**src/mie_pkg.sv**
```systemverilog
// ----------------------------------------------------------------------------
// mie_pkg
// Shared constants and types of the modular inverse core.
// ----------------------------------------------------------------------------
package mie_pkg;

   localparam int WIDTH_DEF = 31;

   // Reset value of the modulus register, truncated to the field width.
   localparam logic [63:0] MOD_RESET = 64'h0000_0000_7fff_ffff;

   // Status of the shared subtract and compare unit.
   typedef struct packed {
      logic ge;        // remainder is at least the divisor
      logic up_ok;     // doubled divisor still fits under the remainder
      logic div_zero;  // divisor is zero
   } mie_step_flags_type;

endpackage

```
**src/mie_step_unit.sv**
```systemverilog
// ----------------------------------------------------------------------------
// mie_step_unit
// Shared compare and subtract unit: one restoring division step on the
// remainder and, in parallel, the matching update of the Bezout coefficient.
// ----------------------------------------------------------------------------
module mie_step_unit #(
   parameter int WIDTH = mie_pkg::WIDTH_DEF
) (
   input  logic [WIDTH-1:0]          rem,
   input  logic [WIDTH-1:0]          div,
   input  logic signed [WIDTH+1:0]   coef,
   input  logic signed [WIDTH+1:0]   coef_step,
   output logic [WIDTH-1:0]          rem_sub,
   output logic signed [WIDTH+1:0]   coef_sub,
   output mie_pkg::mie_step_flags_type flags
);

   assign rem_sub        = rem - div;
   assign coef_sub       = coef - coef_step;
   assign flags.ge       = (rem >= div);
   assign flags.up_ok    = ({div, 1'b0} <= {1'b0, rem});
   assign flags.div_zero = (div == '0);

endmodule

```
**src/modular_inverse_ext_euclid_core.sv**
```systemverilog
// ----------------------------------------------------------------------------
// modular_inverse_ext_euclid_core
// Extended Euclidean modular inverse against a configured modulus.
//
//   channel | direction | handshake            | payload
//   --------+-----------+----------------------+------------------------------
//   req     | in        | req_valid/req_ready  | req_value
//   rsp     | out       | rsp_valid/rsp_ready  | rsp_inverse, rsp_gcd_value,
//           |           |                      | rsp_not_invertible
//   csr     | in        | csr_valid/csr_ready  | csr_data (modulus)
//
// Each Euclid step doubles the divisor in S_UP while it still fits under the
// remainder, then subtracts and halves it in S_SUB on the shared subtract and
// compare unit; S_NEG and S_RED then reduce the coefficient to the inverse.
// One item is in flight at a time; req_ready is high only in the idle state.
// A finished result waits in the output register, so the next item can be
// taken while rsp_ready is low. Reset is synchronous and sets the modulus
// to its default.
// ----------------------------------------------------------------------------
module modular_inverse_ext_euclid_core #(
   parameter int WIDTH = mie_pkg::WIDTH_DEF
) (
   input  logic             clock,
   input  logic             reset,
   input  logic             req_valid,
   output logic             req_ready,
   input  logic [WIDTH-1:0] req_value,
   output logic             rsp_valid,
   input  logic             rsp_ready,
   output logic [WIDTH-1:0] rsp_inverse,
   output logic [WIDTH-1:0] rsp_gcd_value,
   output logic             rsp_not_invertible,
   input  logic             csr_valid,
   output logic             csr_ready,
   input  logic [WIDTH-1:0] csr_data
);

   localparam int CW = WIDTH + 2;
   localparam int KW = $clog2(WIDTH);
   localparam logic [WIDTH-1:0] MOD_RST = WIDTH'(mie_pkg::MOD_RESET);

   typedef enum logic [5:0] {
      S_IDLE = 6'b000001,
      S_UP   = 6'b000010,
      S_SUB  = 6'b000100,
      S_NEG  = 6'b001000,
      S_RED  = 6'b010000,
      S_OUT  = 6'b100000
   } state_type;

   state_type state_ff, state_in;
   logic [KW-1:0]           k_ff, k_in;
   logic [WIDTH-1:0]        rem_ff, rem_in;
   logic [WIDTH-1:0]        r_ff, r_in;
   logic [WIDTH-1:0]        d_ff, d_in;
   logic signed [CW-1:0]    sacc_ff, sacc_in;
   logic signed [CW-1:0]    s_ff, s_in;
   logic signed [CW-1:0]    ssh_ff, ssh_in;
   logic                    neg_ff, neg_in;
   logic [WIDTH-1:0]        mod_ff;
   logic                    rsp_valid_ff, rsp_valid_in;
   logic [WIDTH-1:0]        inv_ff, inv_in;
   logic [WIDTH-1:0]        gcd_ff, gcd_in;
   logic                    flag_ff, flag_in;

   logic [WIDTH-1:0]        unit_rem, unit_div, unit_rem_sub;
   logic signed [CW-1:0]    unit_coef_sub;
   logic signed [CW-1:0]    sacc_neg;
   logic [WIDTH-1:0]        rem_next;
   logic signed [CW-1:0]    sacc_next;
   logic                    out_load;
   mie_pkg::mie_step_flags_type flags;

   // During the final reduction the unit compares the magnitude with the
   // modulus; otherwise it works on the remainder and the shifted divisor.
   assign unit_rem = (state_ff == S_RED) ? d_ff   : rem_ff;
   assign unit_div = (state_ff == S_RED) ? mod_ff : d_ff;

   mie_step_unit #(.WIDTH(WIDTH)) u_step (
      .rem       (unit_rem),
      .div       (unit_div),
      .coef      (sacc_ff),
      .coef_step (ssh_ff),
      .rem_sub   (unit_rem_sub),
      .coef_sub  (unit_coef_sub),
      .flags     (flags)
   );

   assign sacc_neg  = -sacc_ff;
   assign rem_next  = flags.ge ? unit_rem_sub  : rem_ff;
   assign sacc_next = flags.ge ? unit_coef_sub : sacc_ff;
   assign out_load  = (state_ff == S_OUT) && (!rsp_valid_ff || rsp_ready);

   always_comb begin
      state_in = state_ff;
      k_in     = k_ff;
      rem_in   = rem_ff;
      r_in     = r_ff;
      d_in     = d_ff;
      sacc_in  = sacc_ff;
      s_in     = s_ff;
      ssh_in   = ssh_ff;
      neg_in   = neg_ff;
      unique case (state_ff)
         S_IDLE: begin
            if (req_valid) begin
               rem_in   = mod_ff;
               r_in     = req_value;
               d_in     = req_value;
               sacc_in  = '0;
               s_in     = CW'(1);
               ssh_in   = CW'(1);
               k_in     = '0;
               state_in = S_UP;
            end
         end
         S_UP: begin
            // The divisor is zero only before any shift, when Euclid is done.
            if (flags.div_zero) begin
               state_in = S_NEG;
            end else if (flags.up_ok) begin
               d_in   = {d_ff[WIDTH-2:0], 1'b0};
               ssh_in = {ssh_ff[CW-2:0], 1'b0};
               k_in   = k_ff + KW'(1);
            end else begin
               state_in = S_SUB;
            end
         end
         S_SUB: begin
            if (k_ff == '0) begin
               // Last quotient bit: rotate the remainder and coefficient pairs.
               rem_in   = r_ff;
               r_in     = rem_next;
               d_in     = rem_next;
               sacc_in  = s_ff;
               s_in     = sacc_next;
               ssh_in   = sacc_next;
               state_in = S_UP;
            end else begin
               rem_in  = rem_next;
               sacc_in = sacc_next;
               d_in    = {1'b0, d_ff[WIDTH-1:1]};
               ssh_in  = ssh_ff >>> 1;
               k_in    = k_ff - KW'(1);
            end
         end
         S_NEG: begin
            neg_in = sacc_ff[CW-1];
            d_in   = sacc_ff[CW-1] ? sacc_neg[WIDTH-1:0] : sacc_ff[WIDTH-1:0];
            state_in = S_RED;
         end
         S_RED: begin
            if (flags.ge) begin
               d_in = unit_rem_sub;
            end
            state_in = S_OUT;
         end
         S_OUT: begin
            if (out_load) begin
               state_in = S_IDLE;
            end
         end
         default: state_in = S_IDLE;
      endcase
   end

   always_comb begin
      rsp_valid_in = rsp_valid_ff;
      inv_in       = inv_ff;
      gcd_in       = gcd_ff;
      flag_in      = flag_ff;
      if (rsp_valid_ff && rsp_ready) begin
         rsp_valid_in = 1'b0;
      end
      if (out_load) begin
         rsp_valid_in = 1'b1;
         gcd_in       = rem_ff;
         if (mod_ff == '0) begin
            inv_in  = '0;
            flag_in = 1'b1;
         end else begin
            inv_in  = (neg_ff && (d_ff != '0)) ? (mod_ff - d_ff) : d_ff;
            flag_in = (rem_ff != WIDTH'(1));
         end
      end
   end

   always_ff @(posedge clock) begin
      if (reset) begin
         state_ff     <= S_IDLE;
         rsp_valid_ff <= 1'b0;
         mod_ff       <= MOD_RST;
      end else begin
         state_ff     <= state_in;
         rsp_valid_ff <= rsp_valid_in;
         if (csr_valid) begin
            mod_ff <= csr_data;
         end
      end
   end

   always_ff @(posedge clock) begin
      k_ff    <= k_in;
      rem_ff  <= rem_in;
      r_ff    <= r_in;
      d_ff    <= d_in;
      sacc_ff <= sacc_in;
      s_ff    <= s_in;
      ssh_ff  <= ssh_in;
      neg_ff  <= neg_in;
      inv_ff  <= inv_in;
      gcd_ff  <= gcd_in;
      flag_ff <= flag_in;
   end

   assign req_ready          = (state_ff == S_IDLE);
   assign csr_ready          = 1'b1;
   assign rsp_valid          = rsp_valid_ff;
   assign rsp_inverse        = inv_ff;
   assign rsp_gcd_value      = gcd_ff;
   assign rsp_not_invertible = flag_ff;

endmodule

```
**config.mk**
```make
export PLATFORM = sky130hd
export DESIGN_NAME = modular_inverse_ext_euclid_core
export DESIGN_NICKNAME = d
export VERILOG_FILES = /design/src/mie_pkg.sv /design/src/mie_step_unit.sv /design/src/modular_inverse_ext_euclid_core.sv
export SDC_FILE = /design/constraint.sdc
export NUM_CORES = 1
export LEC_CHECK = 0
export BUFFER_PORTS_ARGS = -buffer_cell sky130_fd_sc_hd__buf_2
export CAP_MARGIN = 25
export CORE_ASPECT_RATIO = 0.7
export CORE_UTILIZATION = 49
export CTS_CLUSTER_DIAMETER = 120
export DETAILED_ROUTE_END_ITERATION = 12
export PLACE_DENSITY = 0.66
export SYNTH_ARGS = -nofsm -noshare
export SYNTH_HDL_FRONTEND = slang
export SYNTH_SLANG_ARGS = --single-unit
```
**constraint.sdc**
```tcl
create_clock -name clock -period 8.56 [get_ports clock]
set_input_delay 1.284 -clock clock [delete_from_list [all_inputs] [get_ports clock]]
set_output_delay 1.284 -clock clock [all_outputs]
set_load 0.02 [all_outputs]
```
==> results.toml, run 1 <==
[worst_setup_path]
reg2reg_slack_ps = 2370
reg2regPathDepth = 18
worstReg2RegStart = "state_ff[5]"
critical_path_peak_fanout = 47
crit_arrival_ps = 6370
critical_path.reg2reg.endpoint = "ssh_ff[5]"
endpoint_kind = "register"
critPathLaunchType = "register"
worstPathRequired_ps = 8750
worstSetupPathType = "register to register"

[global_routing]
grt_max_degree = 146
first_global_vias = 18900
antenna_found_initial = 1
track_usage = 0.321
grt_overflow = 0
grt_pass1_wl_mm = 116

[routing]
routed_wirelength_mm = 76.7
via_count = 20500
via_per_inst = 6.40
wire_per_inst_um = 24.0
ant_nets = 0
first_pass_iters = 6
drc_errors = 0
drt_iter0_markers = 2248

[timing]
slew_violations = 0
setup-violations-final = 0
worst_pin_slew_ps = 1120
timing.slew.headroom = 0.248
tns_ps = 0
finalCriticalPeriod_ps = 6190
period_share = 0.723
grt_setup_unrepaired = "false"
fmaxAchievable_mhz = 162
finalHoldViolations = 0
clock_skew_ps = 26.7

[place]
dp_hpwl_mm = 54.4
port_buffers = 131
gp_congestion = 0.963

[synth]
synth_largest_area_cell = "edfxtp_1"
syn_inst = 2536
yosys.area.top_type_share = 0.347
ys.flop_type = "edfxtp_1"
synth_area_mm2 = 0.0226
yosysWarnings = 0
synth_nets = 2706
async_reset_ff_frac = 0
synth_edf_count = 261
synth_area_leaders = "edfxtp_1 (35%), ha_1 (5.5%), nor2_1 (5.0%)"
synth_seq_cells = 299
synth_seq_area_share = 0.381
avgSynthCellArea_um2 = 8.90
yosys.cell_types.count = 98

[final_layout]
final_cell_mix = "nor2_1 (297), edfxtp_1 (261), nand2_1 (242)"
multi_input_area_mm2 = 0.0128
drive_gt1_frac = 0.116
final_common_cell = "nor2_1"
area_delta_synth_final_pct = 9.60
fin_nets = 2739
fillers = 4243
regArea_mm2 = 0.00860

[die]
die_area_mm2 = 0.0469
start_util = 0.499
die_w_um = 259
ios = 133
core_area_mm2 = 0.0452
die_h_um = 182
std_cell_rows = 65

[power]
powerDensity_mw_per_mm2 = 391
power_mw = 9.68
vdd_ir_drop_max_uv = 227
p_leak_nw = 9.79

[clocking]
cts_resized = 0
clock_path_buffers = 3
cts_tree = "yes"
cts_hold_buf = 0
cts_setup_buffers = 0
cts_root_buf = "clkbuf_16"
clkSinkCount = 299
h-tree-depth = 2
cts_inserted_buffers = 34
insertion_delay_ps = 560
clkSlewWorstSetupHoldPaths_ps = 60

[hold_path]
hold_end = "sacc_ff[32]"
min_from = "s_ff[32]"
hold_path.class = "register to register"
min_path_cells = 2

[job]
maxCapViolCount = 0

[outcome]
status = "completed"
metal layers:
metal  wire (um)  vias up  global-route usage
met5           0        -                   0
met4        2270        0               0.102
met3        7720      136              0.0623
met2       32800     1068               0.477
met1       34000     9816               0.467
li1            -     9459                   -
layout make-up:
type / instances / share of cell area
inverter: 128 / 0.0194
clock buffer: 41 / 0.0355
timing repair buffer: 165 / 0.0407
tap: 603 / 0.0305
multi-input combinational: 1941 / 0.519
clock inverter: 21 / 0.00759
sequential: 299 / 0.348
antenna: 1 / 0.000101
state kept, by name, summed over array words and instances (netlist names):
name / flops
d_ff: 31
k_ff: 5
mod_ff: 31
neg_ff: 1
r_ff: 31
rem_ff: 31
rsp_gcd_value: 31
rsp_inverse: 31
rsp_not_invertible: 1
rsp_valid: 1
s_ff: 33
sacc_ff: 33
ssh_ff: 33
state_ff: 6
metrics by stage:
stage / setup WS (ps) / hold WS, ps / utilization / instances / area [um^2]
after floorplan: 1190 / 424 / - / 2536 / 22600
final: 2370 / 529 / 0.547 / 3199 / 24700
after global routing: 2000 / 555 / 0.547 / 3198 / 24700
after CTS: 2490 / 532 / 0.545 / 3195 / 24700
after detailed placement: 2510 / 518 / 0.522 / 3133 / 23600
after global placement: 2570 / 508 / 0.521 / 3130 / 23500
worst max-delay path, cell delays in order (launching register included):
cell and delay, ps:
dfxtp_1 370, or4_4 840, nor2_8 670, buf_4 460, a21boi_0 170, ha_1 360
a21oi_1 230, nand2_1 80, a211oi_1 280, a21oi_1 90, a221oi_1 380, o211ai_1 230
a211oi_1 300, a31o_2 200, a21oi_1 70, or2_2 320, a21o_1 190, inv_1 60
buf_4 440
kinds of logic after synthesis:
group           Yosys count  share of synthesized area
simple gates            832                      0.172
compound gates          757                      0.227
flops                   299                      0.381
buf+inv                 296                     0.0541
xor+xnor                130                     0.0514
fa+ha+maj               124                     0.0677
mux                      97                     0.0473
other cells               1                   0.000166
cells in the mapped netlist, types with 11 or more instances:
master	number
nand2_1	245
dfxtp_1	38
xor2_1	53
a21oi_1	180
buf_2	12
a221o_1	11
nor3_1	32
o21bai_1	12
or3_1	24
xnor2_1	74
nand4_1	21
inv_1	127
nand2b_1	18
o31ai_1	20
nand3_1	41
or4_1	12
nor2b_1	36
edfxtp_1	261
o22ai_1	29
a211oi_1	47
ha_1	99
a22oi_1	16
mux2i_1	74
a221oi_2	16
clkbuf_1	119
and3_1	14
buf_1	22
a21boi_0	20
maj3_1	21
a221oi_1	32
o21ai_1	17
mux2_4	16
and2_1	14
o21ai_0	149
a31oi_1	41
nor4_1	31
nor2_1	299
a21o_1	47
o211ai_1	29
power breakdown:
| part | switching, mW | internal (mW) |
|---|---|---|
| Combinational | 3.45 | 2.09 |
| Sequential | 0.576 | 2.12 |
| Clock | 0.648 | 0.802 |
how the worst max path moves through the flow:
stage	startpoint	to	slack (ps)	cells after the start
after floorplan	state_ff[5]	d_ff[0]	1190	24
after global placement	state_ff[5]	d_ff[10]	2570	14
after detailed placement	state_ff[5]	ssh_ff[7]	2510	18
after CTS	state_ff[5]	ssh_ff[5]	2490	18
after global routing	state_ff[5]	d_ff[8]	2000	16
final	state_ff[5]	ssh_ff[5]	2370	18
(Power assumes the default switching activity.)
==> inputs of run 2 (changes only) <==
==> constraint.sdc (replaced) <==
create_clock -name clock -period 6.19 [get_ports clock]
set_input_delay 0.9285 -clock clock [delete_from_list [all_inputs] [get_ports clock]]
set_output_delay 0.9285 -clock clock [all_outputs]
set_load 0.02 [all_outputs]
==> results.toml, run 2 (same netlist as run 1, synthesis figures left out) <==
[clocking]
clock_path_buffers = 3
cts_root_buf = "clkbuf_16"
cts_resized = 0
cts_tree = "yes"
h-tree-depth = 1
cts_inserted_buffers = 31
clkSlewWorstSetupHoldPaths_ps = 70
insertion_delay_ps = 610
cts_hold_buf = 0
clkSinkCount = 299
cts_setup_buffers = 0

[timing]
clock_skew_ps = 15.4
tns_ps = 0
finalCriticalPeriod_ps = 5370
period_share = 0.868
slew_violations = 0
grt_setup_unrepaired = "false"
setup-violations-final = 0
timing.slew.headroom = 0.302
finalHoldViolations = 0
worst_pin_slew_ps = 1040
fmaxAchievable_mhz = 186

[power]
switching_share = 0.483
p_leak_nw = 9.83
power_frac_comb = 0.582
internal-power_mw = 6.94
pwr-share-seq = 0.277
clockPowerShare = 0.141
vdd_ir_drop_max_uv = 278
p_switching_mw = 6.47
powerDensity_mw_per_mm2 = 541

[routing]
drc_errors = 0
drt_iter0_markers = 2632
first_pass_iters = 6
ant_nets = 0
wire_per_inst_um = 24.0
routed_wirelength_mm = 77.2
via_count = 20800
via_per_inst = 6.49

[hold_path]
min_from = "csr_data[0]"
hold_path.class = "input port to register"
min_path_cells = 3
hold_end = "mod_ff[0]"

[worst_setup_path]
reg2reg_slack_ps = 820
critical-path-max-stage-delay_ps = 760
crit_arrival_ps = 5620
path_common_cell = "a21oi_1"
critPathLaunchType = "register"
reg2regPathDepth = 17
endpoint_kind = "register"
crit_start = "state_ff[5]"
critical_path_peak_fanout = 46
worstReg2RegStart = "state_ff[5]"
critical_path.reg2reg.endpoint = "ssh_ff[4]"
worstSetupPathType = "register to register"
path_cells = "or4_4 -> nor2_8 -> a21boi_0 -> ha_1 -> a21oi_1 -> nand2_1 -> a211oi_1 -> a21oi_1 -> a221oi_1 -> o211ai_1 -> a211oi_1 -> a31o_2 -> a21oi_1 -> or2_2 -> a21o_1 -> inv_1 -> buf_4"
critPathSlowestCell = "or4_4"
worstPathRequired_ps = 6430

[final_layout]
fin_nets = 2749
design_area_mm2 = 0.0248
area_delta_synth_final_pct = 9.88
multi_input_area_mm2 = 0.0128
final_util = 0.548
drive_gt1_frac = 0.122
final_common_cell = "nor2_1"
reg.largest.list = "s_ff: 33 flops, sacc_ff: 33 flops, ssh_ff: 33 flops"
fillers = 4157
final_cell_mix = "nor2_1 (297), edfxtp_1 (261), nand2_1 (242)"
regArea_mm2 = 0.00860

[die]
die_h_um = 182
die_area_mm2 = 0.0469
start_util = 0.499
core_area_mm2 = 0.0452
die_w_um = 259
std_cell_rows = 65
ios = 133

[global_routing]
antenna_found_initial = 0
first_global_vias = 19100
grt_max_degree = 146
grt_pass1_wl_mm = 117
track_usage = 0.322
grt_overflow = 0

[job]
maxCapViolCount = 0

[outcome]
status = "completed"

[place]
port_buffers = 131
post_dp_cell_area_mm2 = 0.0237
gp_congestion = 0.943
dp_hpwl_mm = 55.4
-- run 2: cell types whose count changed in the layout (fill, tap and decap cells not counted), moves of 2 or more --
cell / previous run / this run
clkinvlp_4: 0 / 2
clkbuf_16: 34 / 32
buf_12: 3 / 7
clkinv_2: 3 / 8
buf_4: 27 / 36
clkinv_1: 13 / 6
-- run 2: cell type report --
| cell class | instances | area share |
|---|---|---|
| Antenna cell | 2 | 0.000202 |
| Clock buffer | 40 | 0.0339 |
| Clock inverter | 18 | 0.00575 |
| Inverter | 128 | 0.0194 |
| Multi-Input combinational cell | 1941 | 0.518 |
| Sequential cell | 299 | 0.347 |
| Tap cell | 603 | 0.0304 |
| Timing Repair Buffer | 178 | 0.0461 |
-- run 2: worst max-delay path by stage --
stage                           end  slack, ps  cells past startpoint
final                     ssh_ff[4]        820                     17
after global routing      ssh_ff[3]        480                     17
after CTS                 ssh_ff[3]        950                     17
after detailed placement  ssh_ff[4]        980                     17
after global placement    ssh_ff[4]       1050                     17
after floorplan             d_ff[0]        200                     24
-- run 2: power by group through the flow --
stage          clock, mW  combinational, mW  sequential, mW
4_1_cts             1.91               7.64            3.69
3_5_place_dp           0               7.59            3.73
3_3_place_gp           0               7.43            3.72
5_1_grt             1.98               8.52            3.75
6_report            1.89               7.81            3.72
2_1_floorplan          0               5.93            3.25
-- run 2: metrics by stage --
step | hold slack (ps) | instances | power [mW] | setup slack, ps
final | 536 | 3209 | 13.4 | 818
after global routing | 524 | 3207 | 14.2 | 480
after CTS | 518 | 3202 | 13.2 | 951
after detailed placement | 524 | 3144 | 11.3 | 985
after global placement | 508 | 3143 | 11.1 | 1050
after floorplan | 424 | 2536 | 9.18 | 203
-- run 2: critical path, delay by kind of cell (launching register included) --
family,cells,cell delay (ps)
adders and majority gates,1,350
AOI/OAI and AO/OA,10,2020
buffers and inverters,2,470
and+or+nand+nor,4,1730
DFF,1,370
-- run 2: per-layer routing --
layer	wire length, um	GRT usage	share of wire	vias to the layer above
met5	0	0	0	-
met4	1960	0.0814	0.025	0
met3	8020	0.0523	0.10	152
met2	33000	0.483	0.43	1192
met1	34200	0.479	0.44	10000
li1	-	-	-	9468
==> inputs of run 3 (changes only) <==
--- a/config.mk
+++ b/config.mk
@@ -14,4 +14,5 @@
 export PLACE_DENSITY = 0.66
 export SYNTH_ARGS = -nofsm -noshare
 export SYNTH_HDL_FRONTEND = slang
+export SYNTH_HIERARCHICAL = 1
 export SYNTH_SLANG_ARGS = --single-unit
==> results.toml, run 3 <==
[outcome]
status = "completed"

[timing]
clock_skew_ps = 17.6
worst_pin_slew_ps = 1100
fmaxAchievable_mhz = 190
finalCriticalPeriod_ps = 5270
timing.slew.headroom = 0.260
tns_ps = 0
fin_ws_ps = 916
slew_violations = 0
finalHoldViolations = 0
grt_setup_unrepaired = "false"
period_share = 0.852
setup-violations-final = 0
whs_ps = 552

[clocking]
h-tree-depth = 1
cts_inserted_buffers = 31
clock_path_buffers = 3
cts_resized = 0
clkSlewWorstSetupHoldPaths_ps = 70
cts_hold_buf = 0
cts_setup_buffers = 0
cts_tree = "yes"
insertion_delay_ps = 600
clkSinkCount = 299
cts_root_buf = "clkbuf_16"

[routing]
wl_met3_mm = 7.37
first_pass_iters = 8
wire_per_inst_um = 23.5
routed_wirelength_mm = 74.5
met1Wirelength_mm = 34.6
drt_iter0_markers = 2576
via_count = 19800
drc_errors = 0
via_per_inst = 6.24
met2_length_mm = 30.9
top_layer_used = "met4"
ant_nets = 0

[synth]
avgSynthCellArea_um2 = 8.73
synth_seq_area_share = 0.396
async_reset_ff_frac = 0
yosys.area.top_type_share = 0.361
synth_area_mm2 = 0.0217
synth_nets = 2685
synth_largest_area_cell = "edfxtp_1"
post-synth-top-count-cell = "nand2_1"
syn_inst = 2487
synth_area_leaders = "edfxtp_1 (36%), ha_1 (7.3%), o21ai_0 (5.7%)"
synth_seq_cells = 299
yosysWarnings = 6
yosys.cell_types.count = 92
ys.flop_type = "edfxtp_1"
synthTopCellsByCount = "nand2_1 (313), edfxtp_1 (261), o21ai_0 (249), nor2_1 (240), a21oi_1 (201)"
synth_edf_count = 261

[final_layout]
fin_nets = 2747
final_common_cell = "nand2_1"
regArea_mm2 = 0.00860
area_delta_synth_final_pct = 10.5
final_cell_mix = "nand2_1 (311), edfxtp_1 (261), o21ai_0 (249)"
final_util = 0.549
multi_input_area_mm2 = 0.0121
fin_cells = 3171
fillers = 4043
drive_gt1_frac = 0.104
reg.largest.list = "s_ff: 33 flops, sacc_ff: 33 flops, ssh_ff: 33 flops"
design_area_mm2 = 0.0240

[die]
die_w_um = 254
die_h_um = 178
core_area_mm2 = 0.0437
start_util = 0.497
die_area_mm2 = 0.0452
std_cell_rows = 64
ios = 133

[global_routing]
track_usage = 0.327
first_global_vias = 18200
grt_pass1_wl_mm = 112
grt_max_degree = 83
grt_overflow = 0
antenna_found_initial = 3

[worst_setup_path]
worstReg2RegStart = "state_ff[5]"
critical-path-max-stage-delay_ps = 430
critPathLaunchType = "register"
endpoint_kind = "register"
worstPathRequired_ps = 6530
path_cells = "nor2_1 -> nand2_1 -> nor3b_2 -> buf_12 -> nand2_1 -> o21ai_0 -> inv_1 -> ha_1 -> and3_1 -> nand2_1 -> o21ai_0 -> or3_4 -> o211ai_2 -> a31oi_1 -> a31o_4 -> buf_12 -> mux2i_1 -> o21ai_0 -> a222oi_1 -> o211ai_1 -> o21a_1"
critPathSlowestCell = "or3_4"
worstSetupPathType = "register to register"
critical_path_peak_fanout = 61
crit_start = "state_ff[5]"
crit_arrival_ps = 5610

[power]
p_leak_nw = 9.90
power_mw = 11.4
vdd_ir_drop_max_uv = 261
powerDensity_mw_per_mm2 = 474
internal-power_mw = 6.08
switching_share = 0.466
power_frac_comb = 0.542
pwr-share-seq = 0.285
p_switching_mw = 5.30
clockPowerShare = 0.173

[place]
placed_cells = 3110
port_buffers = 131
post_dp_cell_area_mm2 = 0.0229
dp_hpwl_mm = 55.2
gp_congestion = 0.967
pre_cts_ws_ps = 1010

[hold_path]
min_from = "csr_data[14]"
hold_path.class = "input port to register"

[job]
maxCapViolCount = 0
-- run 3: power by group through the flow --
stage | sequential, mW | combinational [mW] | clock (mW)
final | 3.25 | 6.17 | 1.96
after global routing | 3.28 | 6.73 | 2.05
after CTS | 3.23 | 6.04 | 1.98
after detailed placement | 3.27 | 5.99 | 0
after global placement | 3.26 | 5.93 | 0
after floorplan | 3.02 | 4.46 | 0
-- run 3: cell type report --
| cell class | instances | share of cell area |
|---|---|---|
| Antenna cell | 4 | 0.000417 |
| Clock buffer | 41 | 0.0356 |
| Clock inverter | 16 | 0.00741 |
| Inverter | 154 | 0.0241 |
| Multi-Input combinational cell | 1898 | 0.502 |
| Sequential cell | 299 | 0.358 |
| Tap cell | 594 | 0.0310 |
| Timing Repair Buffer | 165 | 0.0406 |
-- run 3: cell families after synthesis --
logic type	after synthesis	share of synthesized area
AOI/OAI and AO/OA	759	0.218
xor gates and xnor gates	106	0.0428
adders and majority gates	131	0.0769
buffers and inverters	290	0.0516
other	1	0.000173
DFF	299	0.396
and+or+nand+nor	804	0.169
muxes	97	0.0450
-- run 3: layer usage --
metal / up-vias / GRT usage
met1: 9449 / 0.499
met3: 102 / 0.0603
met5: - / 0
met4: 0 / 0.0720
li1: 9232 / -
met2: 997 / 0.474
-- run 3: worst paths after layout --
kind	end	slack, ps	cells after the start
min	mod_ff[14]	550	3
max reg2reg	d_ff[19]	920	21
min reg2reg	rem_ff[0]	560	2
max	d_ff[19]	920	21
-- run 3: critical path: cells and delay by family, from the launching register on --
kind / cells / cell delay, ps
flops: 1 / 330
fa+ha+maj: 1 / 370
buf+inv: 3 / 550
compound gates: 9 / 1990
simple gates: 7 / 1490
mux: 1 / 260
